===== src/hdl/iqs_pkg.sv =====
`timescale 1ns / 1ps
package iqs_pkg;
    localparam int SampleBits  = 16;
    localparam int CordicSteps = 16;
    localparam logic [23:0] MaxSamples = 24'd10000000;
    localparam int WRegW = 41;
    localparam int IdxW  = 2;

    typedef enum logic [1:0] {
        REG_RATE = 2'd0, REG_BAND_LO = 2'd1, REG_BAND_HI = 2'd2, REG_MAG = 2'd3
    } t_reg_idx;

    typedef enum logic [1:0] {
        ST_OK = 2'd0, ST_TOO_MANY = 2'd1, ST_BAND_BAD = 2'd2
    } t_status;

    // one queued sample after classification
    typedef struct packed {
        logic        in_band;
        logic        bad;
        logic [31:0] power;
        logic        last;
    } t_cls;

    // statistics snapshot handed to the divide unit
    typedef struct packed {
        logic        ovf;
        logic        band_ok;
        logic [23:0] n;
        logic [23:0] band_n;
        logic [23:0] bad_n;
        logic [54:0] psum;
        logic [31:0] peak;
    } t_snap;

    typedef struct packed {
        logic [1:0]  status;
        logic [23:0] sample_total;
        logic [16:0] band_fraction;
        logic [16:0] clean_share;
        logic [31:0] power_avg;
        logic [15:0] peak_amp;
    } t_res;

    function automatic logic [16:0] turn_angle(input logic [4:0] k);
        logic [16:0] a;
        begin
            case (k)
                5'd0: a = 17'd8192;  5'd1: a = 17'd4836;  5'd2: a = 17'd2555;
                5'd3: a = 17'd1297;  5'd4: a = 17'd651;   5'd5: a = 17'd326;
                5'd6: a = 17'd163;   5'd7: a = 17'd81;    5'd8: a = 17'd41;
                5'd9: a = 17'd20;    5'd10: a = 17'd10;   5'd11: a = 17'd5;
                5'd12: a = 17'd3;    5'd13: a = 17'd1;    5'd14: a = 17'd1;
                default: a = 17'd0;
            endcase
            return a;
        end
    endfunction
endpackage


===== src/hdl/iqs_queue.sv =====
`timescale 1ns / 1ps
// Two-entry queue between front and back.
module iqs_queue (
    input  logic           i_clk,
    input  logic           i_rst_n,
    input  logic           i_valid,
    output logic           o_ready,
    input  iqs_pkg::t_cls  i_data,
    output logic           o_valid,
    input  logic           i_ready,
    output iqs_pkg::t_cls  o_data
);
    iqs_pkg::t_cls r_mem [2];
    logic r_wp, r_rp;
    logic [1:0] r_cnt;
    logic push, pop;
    assign o_ready = (r_cnt != 2'd2);
    assign o_valid = (r_cnt != 2'd0);
    assign o_data  = r_mem[r_rp];
    assign push = i_valid && o_ready;
    assign pop  = o_valid && i_ready;
    always_ff @(posedge i_clk) begin
        if (push) r_mem[r_wp] <= i_data;
        if (!i_rst_n) begin
            r_wp <= 1'b0; r_rp <= 1'b0; r_cnt <= 2'd0;
        end else begin
            if (push) r_wp <= ~r_wp;
            if (pop)  r_rp <= ~r_rp;
            r_cnt <= r_cnt + 2'(push) - 2'(pop);
        end
    end
endmodule


===== config.mk =====
export PLATFORM = sky130hd
export DESIGN_NAME = iqs_queue
export DESIGN_NICKNAME = d
export VERILOG_FILES = /design/src/hdl/iqs_pkg.sv /design/src/hdl/iqs_queue.sv
export SDC_FILE = /design/constraint.sdc
export NUM_CORES = 1
export LEC_CHECK = 0
export ABC_CLOCK_PERIOD_IN_PS = 6500
export BUFFER_PORTS_ARGS = -buffer_cell sky130_fd_sc_hd__buf_2
export CAP_MARGIN = 20
export CORE_UTILIZATION = 58
export CTS_BUF_LIST = sky130_fd_sc_hd__clkbuf_4 sky130_fd_sc_hd__clkbuf_8
export CTS_CLUSTER_SIZE = 10
export DETAILED_ROUTE_END_ITERATION = 12
export PLACE_DENSITY = 0.87
export SLEW_MARGIN = 20
export SYNTH_ARGS = -nofsm -noshare
export SYNTH_HDL_FRONTEND = slang
export SYNTH_SLANG_ARGS = --single-unit

===== constraint.sdc =====
create_clock -name i_clk -period 6.5 [get_ports i_clk]
set_input_delay 0 -clock i_clk [delete_from_list [all_inputs] [get_ports i_clk]]
set_output_delay 0 -clock i_clk [all_outputs]
set_load 0.005 [all_outputs]

# ---- Word-level counts from Yosys, hierarchy flattened
# Memories as Yosys holds them, arrays and structs flattened. A register that Yosys moved wholly into a read port is not among the register bits.
# Index checks and enable logic that the tools add are counted.
# W data, S select, Z words.
dict set report op_classes {
  add_sub_neg 2
  eq_ne 1
  muxes 4
  bitwise 2
  reduce_logical 3
}
# cell n
set op_table {}
lappend op_table {{$mux W1} 4}
lappend op_table {{$add A2 B1 Y2} 1}
lappend op_table {{$logic_and A1 B1 Y1} 2}
lappend op_table {{$ne A2 B2 Y1 const B} 1}
lappend op_table {{$not A1 Y1} 2}
lappend op_table {{$reduce_bool A2 Y1} 1}
lappend op_table {{$sub A2 B1 Y2} 1}
dict set report totals {
  regBits 4
  ramBits 70
  input_bits 39
  output_inout_bits 37
  mem_count 1
}
# memory depth word_bits read_ports rd_ports_with_merged_regs wr line
set mem_list {}
lappend mem_list {r_mem 2 35 1 1 1 iqs_queue.sv:13} ;# iqs_pkg::t_cls r_mem [2];

# ---- Depth between registers and ports, before layout
dict set report logic_depth {
  ltp_word 4
  mapped_depth 8
  mapped_depth_nobuf 8
}

# ---- Worst setup path after synthesis
# No wires, ideal clock.
dict set report synth_path {
  path_kind {register -> register}
  from {register r_cnt[0]}
  to {memory r_mem[0][0] in the netlist's numbering (enable)}
  arrival_ns 2.085
  required_ns 6.073
  setup_slack_ns 3.988
  path_stages_with_launch 4
  n_path_buf 0
  synth_period_minus_slack_ns 2.512
  cell_sequence {dfxtp_1 > nand2b_1 > nand2_1 > nor2_1}
}
dict set report synth_between {
  elab_chain_cells 4
}
# item line
set synth_lines {}
lappend synth_lines {{from (decl)} iqs_queue.sv:15} ;# logic [1:0] r_cnt;
lappend synth_lines {{from (signal assigned)} iqs_queue.sv:29} ;# r_cnt <= r_cnt + 2'(push) - 2'(pop);
lappend synth_lines {{$ne A2 B2 Y1} iqs_queue.sv:17} ;# assign o_ready = (r_cnt != 2'd2);
lappend synth_lines {{net o_ready} iqs_queue.sv:7} ;# output logic o_ready,
lappend synth_lines {{$logic_and A1 B1 Y1} iqs_queue.sv:20} ;# assign push = i_valid && o_ready;
lappend synth_lines {{$mux W1} iqs_queue.sv:23} ;# if (push) r_mem[r_wp] <= i_data;
lappend synth_lines {{$mux W1 (not written as such)} iqs_queue.sv:23}
lappend synth_lines {{to (decl)} iqs_queue.sv:13}
# The timed path passes the listed nets, and every way through them passes these cells.

# ---- Worst setup path in the final report
dict set report layout_path {
  from {register r_cnt[0]}
  to {memory r_mem[0][15] in the netlist's numbering (enable)}
}
dict set report layout_between {
  elab_chain_cells 4
}
# item line
set layout_lines {}
lappend layout_lines {{$ne A2 B2 Y1} iqs_queue.sv:17}
lappend layout_lines {{$logic_and A1 B1 Y1} iqs_queue.sv:20}
lappend layout_lines {{$mux W1} iqs_queue.sv:23}
lappend layout_lines {{$mux W1 (not written as such)} iqs_queue.sv:23}
# No other way between the ends.

==> flow_summary.ini <==
[global_routing]
grt_util_all_layers_pct = 20.2
grt_max_degree = 36
grt_antenna_before_repair = 0
grt_pass1_wl_um = 7490
grt_pass1_vias = 1604
grt-ovfl-total = 0

[critical_path]
path_max_fanout = 35
crit_path_start_kind = register
cp.arrival_ps = 1820
criticalPathCategory = reg -> reg
crit_path_end_kind = register
required_ps = 6460

[routing]
via_per_inst = 4.88
drt_iter0_drc = 118
finalWirelength_um = 5010
drc = 0
firstDrtPassIters = 4
drt.antenna.violating_nets = 0
routedWlPerCell_um = 15.5
vias = 1575

[synthesis]
syn_area_um2 = 2920
synth.avg_cell_area_um2 = 21.9
ys_ff_latch = 75
synthDistinctLibCells = 18
syn-num-nets = 174
synthFlopType = edfxtp_1
synthCells = 133
ys_warn_count = 0
async_flop_share_pct = 0
synth_edf_count = 70
ys_seq_area_share_pct = 75.5

[sta]
hold_viol_final = 0
max_freq_mhz = 536
fin_hold_ws_ps = 60.0
post-route-min-period_ps = 1870
setup_viol = 0
skew_ps = 8.67
grt_setup_unrepaired = false
worstMarginPinSlew_ps = 1020
slew-limit-headroom_pct = 31.9
fin_crit_sh_pct = 28.7
finalSetupTns_ps = 0
final_max_slew_viol_count = 0

[die]
die_y_um = 72.9
rows = 25
initial_core_util_pct = 60.9
chipWidth_um = 72.9
pin_count = 76
dieArea_um2 = 5310
core_um2 = 4790

[finish]
n_fill_cell = 267
area_delta_synth_final_pct = 32.4
diodes = 0
final_common_cell = buf_2
nets = 292
layout-drive-gt1-share_pct = 50.8
final_cell_mix = buf_2, edfxtp_1, dlygate4sd3_1, mux2_4, clkbuf_8

[placement]
io_buffers = 75
gp_congestion = 0.708

[clock_tree]
cts_buffers = 9
cts_tree = done
clk_pin_slew_ps = 70
cts-resized-gates = 0
clock-root-buffer = clkbuf_8
cts.sinks = 75
clock_path_buffers = 2
post-cts-setup-buffers = 0
worstSkewPairLatency_ps = 340
cts-htree-levels = 3

[pwr]
max-vdd-ir-drop_v = 0.000269
power_density_nw_per_um2 = 337
cellLeakagePower_nw = 1.54

[min_path]
hp-class = in -> reg

[job]
cap_violations = 0

[outcome]
status = finished clean
## cell families (layout without fill, tap and decap cells)
logic type / after synthesis / count (layout) / synth area share [%]
XOR/XNOR: 3 / 3 / 0.901
AND/OR/NAND/NOR: 11 / 11 / 2.10
flip-flops: 75 / 75 / 75.5
multiplexers: 36 / 36 / 17.7
buffers and inverters: 5 / 128 / 2.58
AO/OA/AOI/OAI: 1 / 1 / 0.300
adder cells (fa/ha/maj): 2 / 2 / 0.858
## critical path, stage by stage (launching register included)
cell and delay, ps:
dfxtp_1 370, nand2b_1 160, nand2_1 140, nor2_4 800
## synth_stat cells (2+ instances only)
master | instances | area, µm²
edfxtp_1 | 70 | 2100
mux2_2 | 5 | 56.3
and2_1 | 2 | 12.5
buf_12 | 3 | 60.1
xnor2_1 | 3 | 26.3
mux2_4 | 30 | 450
nand2b_1 | 2 | 12.5
dfxtp_1 | 5 | 100
ha_1 | 2 | 25.0
nand2_1 | 2 | 7.51
nor2b_1 | 2 | 12.5
## power by group
part	switching (mW)	internal [mW]
registers	0.0577	0.610
logic	0.115	0.195
clock network	0.154	0.171
## through the flow
stage | instance area [µm²] | std cells | power (mW) | util [%] | setup slack (ps)
after global placement | 3310 | 271 | 0.963 | 69.2 | 4730
after global routing | 3860 | 323 | 1.36 | 80.7 | 4490
final | 3860 | 323 | 1.30 | 80.7 | 4630
after detailed placement | 3310 | 271 | 0.976 | 69.2 | 4640
after floorplan | 2920 | 133 | 0.883 | - | 3990
after CTS | 3860 | 323 | 1.31 | 80.6 | 4500
## routing by layer
metal	GRT usage, %	vias to the layer above	wire length (µm)
met5	0	-	0
met4	9.59	0	102
met3	6.63	12	202
met2	34.1	55	2640
met1	23.3	761	2070
li1	-	747	-
## registers in the layout, indices dropped and copies added, names as in the netlist, named ones only
signal,flops
r_mem,70
r_cnt,2
r_rp,1
r_wp,1
## path summary, 6_finish.rpt
kind                                                to  slack, ps           startpoint  cells past startpoint
worst min register to register       r_wp$_SDFFE_PN0N_        530    r_wp$_SDFFE_PN0N_                      2
worst max register to register  r_mem[0][15]$_DFFE_PP_       4630  r_cnt[0]$_SDFF_PN0_                      3
worst min-delay path                 r_wp$_SDFFE_PN0N_         60              i_valid                      3
worst max-delay path            r_mem[0][15]$_DFFE_PP_       4630  r_cnt[0]$_SDFF_PN0_                      3
## cell type report
| type | count | area [µm²] | area share [%] |
|---|---|---|---|
| sequential | 75 | 2210 | 57.1 |
| timing repair buffer | 111 | 736 | 19.1 |
| multi-input combinational | 53 | 647 | 16.8 |
| clock buffer | 14 | 174 | 4.50 |
| tap | 67 | 83.8 | 2.17 |
| clock inverter | 2 | 11.3 | 0.292 |
| inverter | 1 | 3.75 | 0.0972 |
## repair_timing
item                       4_1_cts  5_1_grt
setup endpoints to repair        0        0
hold buffers                    36        0
hold endpoints to repair        75        0
No activity file was read; power rests on OpenSTA's default activity.
