## config.mk

```make
export PLATFORM = sky130hd
export DESIGN_NAME = iqs_back
export DESIGN_NICKNAME = d
export VERILOG_FILES = /design/src/hdl/iqs_pkg.sv /design/src/hdl/iqs_back.sv
export SDC_FILE = /design/constraint.sdc
export NUM_CORES = 1
export LEC_CHECK = 0
export ABC_AREA = 1
export BUFFER_PORTS_ARGS = -buffer_cell sky130_fd_sc_hd__buf_2
export CORE_MARGIN = 2
export CORE_UTILIZATION = 50
export DETAILED_ROUTE_END_ITERATION = 12
export HOLD_SLACK_MARGIN = 0.1
export PLACE_DENSITY = 0.67
export SLEW_MARGIN = 30
export SYNTH_ARGS = -nofsm -noshare
export SYNTH_HDL_FRONTEND = slang
export SYNTH_SLANG_ARGS = --single-unit
export TNS_END_PERCENT = 50
```

## constraint.sdc

```tcl
create_clock -name i_clk -period 24.2 [get_ports i_clk]
set_input_delay 1.21 -clock i_clk [delete_from_list [all_inputs] [get_ports i_clk]]
set_output_delay 1.21 -clock i_clk [all_outputs]
set_load 0.02 [all_outputs]
```

## src/hdl/iqs_pkg.sv

```systemverilog
`timescale 1ns / 1ps
package iqs_pkg;
    localparam int SampleBits  = 16;
    localparam int CordicSteps = 16;
    localparam logic [23:0] MaxSamples = 24'd10000000;
    localparam int WRegW = 41;
    localparam int IdxW  = 2;

    typedef enum logic [1:0] {
        REG_RATE = 2'd0, REG_BAND_LO = 2'd1, REG_BAND_HI = 2'd2, REG_MAG = 2'd3
    } t_reg_idx;

    typedef enum logic [1:0] {
        ST_OK = 2'd0, ST_TOO_MANY = 2'd1, ST_BAND_BAD = 2'd2
    } t_status;

    // one queued sample after classification
    typedef struct packed {
        logic        in_band;
        logic        bad;
        logic [31:0] power;
        logic        last;
    } t_cls;

    // statistics snapshot handed to the divide unit
    typedef struct packed {
        logic        ovf;
        logic        band_ok;
        logic [23:0] n;
        logic [23:0] band_n;
        logic [23:0] bad_n;
        logic [54:0] psum;
        logic [31:0] peak;
    } t_snap;

    typedef struct packed {
        logic [1:0]  status;
        logic [23:0] sample_total;
        logic [16:0] band_fraction;
        logic [16:0] clean_share;
        logic [31:0] power_avg;
        logic [15:0] peak_amp;
    } t_res;

    function automatic logic [16:0] turn_angle(input logic [4:0] k);
        logic [16:0] a;
        begin
            case (k)
                5'd0: a = 17'd8192;  5'd1: a = 17'd4836;  5'd2: a = 17'd2555;
                5'd3: a = 17'd1297;  5'd4: a = 17'd651;   5'd5: a = 17'd326;
                5'd6: a = 17'd163;   5'd7: a = 17'd81;    5'd8: a = 17'd41;
                5'd9: a = 17'd20;    5'd10: a = 17'd10;   5'd11: a = 17'd5;
                5'd12: a = 17'd3;    5'd13: a = 17'd1;    5'd14: a = 17'd1;
                default: a = 17'd0;
            endcase
            return a;
        end
    endfunction
endpackage

```

## src/hdl/iqs_back.sv

```systemverilog
`timescale 1ns / 1ps
// Accumulate statistics; on last, run serial divides and square root.
module iqs_back (
    input  logic           i_clk,
    input  logic           i_rst_n,
    input  logic           i_valid,
    output logic           o_ready,
    input  iqs_pkg::t_cls  i_cls,
    input  logic           i_band_ok,
    output logic           o_valid,
    input  logic           i_ready,
    output iqs_pkg::t_res  o_res
);
    typedef enum logic [2:0] {S_ACC, S_D1, S_D2, S_D3, S_SQ, S_OUT} t_state;
    t_state r_state;
    logic [23:0] r_n, r_band, r_bad;
    logic [54:0] r_psum;
    logic [31:0] r_peak;
    logic        r_ovf;
    iqs_pkg::t_snap r_snap;
    logic [54:0] r_num, r_quo;
    logic [24:0] r_rem;
    logic [5:0]  r_cnt;
    logic [31:0] r_sv;
    logic [15:0] r_root;
    logic [18:0] r_sr;
    iqs_pkg::t_res r_res;
    logic [24:0] trial;
    logic [18:0] strial, srem;

    assign o_ready = (r_state == S_ACC);
    assign o_valid = (r_state == S_OUT);
    assign o_res = r_res;
    assign trial = {r_rem[23:0], r_num[54]};
    assign srem  = {r_sr[16:0], r_sv[31:30]};
    assign strial = {1'b0, r_root, 2'b01};

    always_ff @(posedge i_clk) begin
        if (!i_rst_n) begin
            r_state <= S_ACC;
            r_n <= '0; r_band <= '0; r_bad <= '0; r_psum <= '0; r_peak <= '0;
            r_ovf <= 1'b0;
        end else begin
            unique case (r_state)
                S_ACC: if (i_valid) begin
                    if (i_cls.last) begin
                        r_snap.ovf <= r_ovf || (r_n >= iqs_pkg::MaxSamples);
                        if (r_n < iqs_pkg::MaxSamples) begin
                            r_snap.n <= r_n + 24'd1;
                            r_snap.band_n <= r_band + 24'(i_cls.in_band);
                            r_snap.bad_n <= r_bad + 24'(i_cls.bad);
                            r_snap.psum <= r_psum + 55'(i_cls.power);
                            r_snap.peak <= (i_cls.power > r_peak) ? i_cls.power
                                                                   : r_peak;
                        end else begin
                            r_snap.n <= r_n; r_snap.band_n <= r_band;
                            r_snap.bad_n <= r_bad; r_snap.psum <= r_psum;
                            r_snap.peak <= r_peak;
                        end
                        r_snap.band_ok <= i_band_ok;
                        r_n <= '0; r_band <= '0; r_bad <= '0; r_psum <= '0;
                        r_peak <= '0; r_ovf <= 1'b0;
                        r_state <= S_D1;
                        r_cnt <= 6'd0;
                    end else if (r_n >= iqs_pkg::MaxSamples) begin
                        r_ovf <= 1'b1;
                    end else begin
                        r_n <= r_n + 24'd1;
                        r_band <= r_band + 24'(i_cls.in_band);
                        r_bad  <= r_bad + 24'(i_cls.bad);
                        r_psum <= r_psum + 55'(i_cls.power);
                        if (i_cls.power > r_peak) r_peak <= i_cls.power;
                    end
                end
                S_D1, S_D2, S_D3: begin
                    if (r_cnt == 6'd0) begin
                        r_rem <= '0; r_quo <= '0;
                        unique case (r_state)
                            S_D1: r_num <= {15'd0, r_snap.band_n, 16'd0};
                            S_D2: r_num <= {15'd0, r_snap.n - r_snap.bad_n, 16'd0};
                            default: r_num <= r_snap.psum;
                        endcase
                        r_cnt <= 6'd1;
                    end else begin
                        if (trial >= {1'b0, r_snap.n}) begin
                            r_rem <= trial - {1'b0, r_snap.n};
                            r_quo <= {r_quo[53:0], 1'b1};
                        end else begin
                            r_rem <= trial;
                            r_quo <= {r_quo[53:0], 1'b0};
                        end
                        r_num <= {r_num[53:0], 1'b0};
                        if (r_cnt == 6'd55) r_cnt <= 6'd0;
                        else r_cnt <= r_cnt + 6'd1;
                    end
                    if (r_cnt == 6'd55) begin
                        unique case (r_state)
                            S_D1: begin
                                r_res.band_fraction <= {r_quo[15:0], trial >= {1'b0, r_snap.n}};
                                r_state <= S_D2;
                            end
                            S_D2: begin
                                r_res.clean_share <= {r_quo[15:0], trial >= {1'b0, r_snap.n}};
                                r_state <= S_D3;
                            end
                            default: begin
                                r_res.power_avg <= (r_quo[53:31] != '0) ? 32'hFFFFFFFF
                                    : {r_quo[30:0], trial >= {1'b0, r_snap.n}};
                                r_sv <= r_snap.peak; r_root <= '0; r_sr <= '0;
                                r_state <= S_SQ;
                            end
                        endcase
                    end
                end
                S_SQ: begin
                    if (srem >= strial) begin
                        r_sr <= srem - strial; r_root <= {r_root[14:0], 1'b1};
                    end else begin
                        r_sr <= srem; r_root <= {r_root[14:0], 1'b0};
                    end
                    r_sv <= {r_sv[29:0], 2'b00};
                    if (r_cnt == 6'd15) begin
                        r_cnt <= 6'd0;
                        r_state <= S_OUT;
                    end else begin
                        r_cnt <= r_cnt + 6'd1;
                    end
                end
                S_OUT: if (i_ready) r_state <= S_ACC;
                default: r_state <= S_ACC;
            endcase
            if (r_state == S_SQ && r_cnt == 6'd15) begin
                if (r_snap.ovf) begin
                    r_res.status <= iqs_pkg::ST_TOO_MANY;
                    r_res.sample_total <= iqs_pkg::MaxSamples + 24'd1;
                    r_res.band_fraction <= '0; r_res.clean_share <= '0;
                    r_res.power_avg <= '0; r_res.peak_amp <= '0;
                end else begin
                    r_res.status <= r_snap.band_ok ? iqs_pkg::ST_OK
                                                   : iqs_pkg::ST_BAND_BAD;
                    r_res.sample_total <= r_snap.n;
                    if (!r_snap.band_ok) r_res.band_fraction <= '0;
                    r_res.peak_amp <= {r_root[14:0], srem >= strial};
                end
            end
        end
    end

    assert property (@(posedge i_clk) disable iff (!i_rst_n)
        o_valid |-> r_res.sample_total != 24'd0) else $error("zero total");
    assert property (@(posedge i_clk) disable iff (!i_rst_n)
        (o_valid && !i_ready) |=> o_valid) else $error("result dropped");
    assert property (@(posedge i_clk) disable iff (!i_rst_n)
        r_n <= iqs_pkg::MaxSamples) else $error("count past limit");
endmodule

```

; ---- Word-level counts from Yosys, hierarchy flattened
; Cells that the tools add are included.
[op_classes]
eq_ne = 14
reduce_logical = 18
n_addsub = 8
order_cmp = 5
n_mux = 54
[op_table]
columns = op, count
row1 = $mux W32, 7
row2 = $mux W24, 7
row3 = $mux W55, 3
row4 = $mux W159, 1
row5 = $mux W66, 2
row6 = $mux W17, 7
row7 = $pmux W55 S2, 1
row8 = $mux W82, 1
row9 = $pmux W32 S2, 1
row10 = $add A55 B32 Y55, 1
row11 = $mux W49, 1
row12 = $add A24 B1 Y24, 2
row13 = $mux W16, 3
row14 = $sub A24 B24 Y24, 2
row15 = $pmux W17 S2, 1
row16 = $gt A32 B32 Y1, 1
row17 = $pmux W16 S2, 1
row18 = $mux W6, 5
row19 = $ge A25 B24 Y1, 1
row20 = $add A24 B1 Y24 const B, 1
row21 = $ge A24 B24 Y1 const B, 1
row22 = $lt A24 B24 Y1 const B, 1
row23 = $reduce_bool A23 Y1, 1
row24 = $ge A19 B18 Y1, 1
row25 = 27 further kinds, 46
[word_totals]
out_inout_bits = 110
ff_bits = 636
wordCells = 127

; ---- Longest topological paths before layout
[logic_depth]
word_depth = 8
depth_mapped = 18
ltp_nobuf = 17

; ---- Least setup slack after synthesis
; No wires, ideal clock.
[synth_path]
path_kind = input-to-reg
from = input i_valid
to = register r_snap[0] (netlist bit), enable pin
arrival_time_ns = 8.168
path_stages = 4
setup_time_ns = 0.684
path_buffers = 0
path_slack_ns = 15.347
path_cell_list = nand2_1 > inv_2 > nand2_1 > nor2_1
[synth_via]
elab_chain_cells = 1
[synth_rtl]
columns = element, line
row1 = from (decl), iqs_back.sv:6  ; input logic i_valid,
row2 = $reduce_and A4 Y1 (no line), --
row3 = to (decl), iqs_back.sv:20  ; iqs_pkg::t_snap r_snap;
; No other way between the ends.
; A chain may end at the register's enable or synchronous reset.

; ---- Worst setup path after layout
[layout_path]
from = input i_cls[0] (netlist bit)
to = register r_snap[81] (netlist bit), enable pin
[layout_via]
elab_chain_cells = 1
[layout_rtl]
columns = element, line
row1 = from (decl), iqs_back.sv:8  ; input iqs_pkg::t_cls i_cls,
row2 = $reduce_and A4 Y1 (no line), --
; No other way between the ends.

==> key figures <==
Yosys
  – Dominant synthesized flop cell: edfxtp_1
  – Post-synthesis mux area share: 0%
  – Cell variety after synth: 52
  – Mapped Area: 36200 um^2
  – Post-synth top area share: 39.23%
  – Post-synthesis simple-gate area fraction: 26.00%
  – Largest family of logic cells by synthesized area: simple AND/OR/NAND/NOR gates
  – Complex-gate fraction of the synthesized area: 10.47%
  – Synth Area in Adders: 4.901%
  – Async set or reset register ratio after synthesis: 0%
  – Sequential element share of the synthesized area: 48.25%
  – Synth area leaders: edfxtp_1, nand2_1, dfxtp_1
  – EDFF count, synth: 473
  – Mapped Cells: 4529
  – Warnings, synthesis: 0
  – FF+latch count, synth: 636
  – Post-synthesis area per instance: 7.994 um^2
  – Syn nets: 4709
  – Dominant cell type by area after synthesis: edfxtp_1
  – Synth Area in XOR/XNOR: 2.443%

Critical path
  – Worst path arrival time: 4250 ps
  – Worst setup EP type: flop
  – Startpoint types: input pin
  – Crit path max fanout: 73
  – Flop2flop setup slack: 20210 ps
  – Reg2reg path depth: 9
  – Critical setup path kind: input pin to flop
  – Required time worst endpoint: 24430 ps

Timing
  – Minimum clock period: 4016 ps
  – Hold Vio Cnt, Final: 0
  – Fmax: 0.2490 GHz
  – Final setup TNS: 0 ps
  – Final worst-path cycle share: 16.59%
  – Clock skew: 31.51 ps
  – Slew headroom: 34.49%
  – WHS: 462.9 ps
  – Final setup viols: 0
  – Final count of pins violating max slew: 0
  – RSZ-0062 raised after global routing: false
  – Tightest Pin Transition: 982.6 ps

Die
  – DIE WIDTH: 273.1 um
  – Chip Height: 273.1 um
  – Die ar.: 74580 um^2
  – Io pins: 150
  – Initial Utilization: 50.56%
  – Core footprint: 71610 um^2
  – Num rows: 98

Placement
  – DP HPWL: 69470 um
  – Buffers on Ports: 149
  – RePlAce Congestion: 0.9435

Global route
  – Vias in the first global route: 28.96k
  – Total grt overflow: 0
  – Largest net degree at the start of global routing: 118
  – Initial antenna violation count: 1
  – GRT Total Usage: 26.63%
  – Global-route wire length before repair: 157600 um

Clock tree
  – Clk root buf: clkbuf_16
  – Total CTS buffers: 72
  – Sink Count: 636
  – Post-CTS repair timing setup buffer count: 0
  – CTS tree: done
  – Cts hold-fix bufs: 0
  – CTS H-tree lvls: 3
  – Clk Latency, worst-skew pair: 630 ps
  – Clk slew on worst S/H paths: 60 ps
  – CTS resizes: 0
  – Clock Tree Buf Depth: 3

Detailed routing
  – Via density: 5.415
  – Post-DR wirelength/cell: 17.69 um
  – Vias: 30.41k
  – ANT nets after route: 0
  – Residual DRC: 0
  – Wirelength, routed: 99340 um
  – First-pass DRT Iterations: 6
  – Iter 0 DRT Violations: 2582

Cells and area
  – Most common cell after layout, fill and taps aside: nand2_1
  – Layout Nets: 4789
  – Area Overhead vs Synth: 10.54%
  – Fill count: 6644
  – # diodes: 0
  – Commonest cells after routing, fill and taps aside: nand2_1, inv_1, edfxtp_1, nor2_1, nand3_1
  – Share of cells above drive strength 1: 7.651%

Power and ir drop
  – Design Power: 3.442 mW
  – PwrDens: 86.01 nW/um^2
  – VDD IR max: 0.00005923 V
  – Leakage: 16.86 nW

Run status
  – Outcome: completed

Worst hold path
  – Hold Path Stages: 2
  – HP Class: flop to flop

Flow run
  – Max-cap viol count: 0
-- final timing paths --
| path | start | end |
|---|---|---|
| setup / recovery | i_cls[0] | r_snap[81] |
| setup reg to reg | r_n[16] | r_snap[70] |
| hold / removal | r_peak[5] | r_peak[5] |
| hold reg to reg | r_peak[5] | r_peak[5] |
-- stage by stage --
step	instance area, um^2	utilization, %	setup WS (ps)	std cells
after floorplan	36200	-	15350	4529
after global placement	37570	52.47	19390	5484
after detailed placement	37580	52.48	19280	5484
after CTS	39980	55.84	19920	5615
after global routing	40020	55.88	19930	5616
final	40020	55.88	20180	5616
-- sequential cells by signal, summed over array words and instances, names as in the netlist, 32 cells and up --
name,count
r_psum,55
r_quo,54
r_peak,32
r_num,55
o_res,108
r_sv,32
r_snap,161
-- layer usage --
metal | track usage [%] | wire length [um] | vias up | share of wire (%)
li1 | - | - | 15170 | -
met1 | 36.12 | 43510 | 14090 | 44
met3 | 3.857 | 6259 | 190 | 6.3
met5 | 0 | 13 | - | 0.013
met4 | 10.70 | 4041 | 2 | 4.1
met2 | 42.98 | 45510 | 956 | 46
-- final cells by class --
class	count	area [um^2]	area share, %
inverter	543	2056	5.137
timing repair buffer	176	970.9	2.426
clock buffer	92	1907	4.765
clock inverter	39	494.2	1.235
sequential	636	17470	43.65
tap	950	1189	2.970
multi-input combinational	3180	15940	39.82
-- worst max-delay path, stage by stage --
cell,delay (ps)
buf_2,590
nand2_1,310
nor2_4,570
buf_6,640
buf_4,820
-- synthesized netlist by cell type (all sizes together), types with 2 or more instances --
master	number
edfxtp	473
a21oi	336
a21boi	13
a31o	2
xor2	74
o221a	15
o21bai	11
and2	2
clkbuf	75
inv	543
a2bb2oi	15
nand4	51
fa	3
nor4	17
nand2	1399
ha	137
a211oi	6
xnor2	27
o21a	6
or2	19
nand3b	24
dfxtp	163
buf	95
o21ai	234
nor2	348
a21o	13
a31oi	2
nand3	339
a221oi	22
nor3	55
nor3b	3
-- report_power, final --
group          switching (mW)  leakage (nW)  internal (mW)
Sequential             0.0602          5.72           1.36
Combinational           0.646          9.97          0.247
Clock                   0.461          1.17          0.670
-- kinds of logic (layout without fill, tap and decap cells) --
family / Yosys count / after routing
and+or+nand+nor: 2259 / 2259
buffers and inverters: 713 / 850
AOI/OAI and AO/OA: 680 / 680
DFF: 636 / 636
adders and majority gates: 140 / 140
xor gates and xnor gates: 101 / 101
No activity file was read; power rests on OpenSTA's default activity.
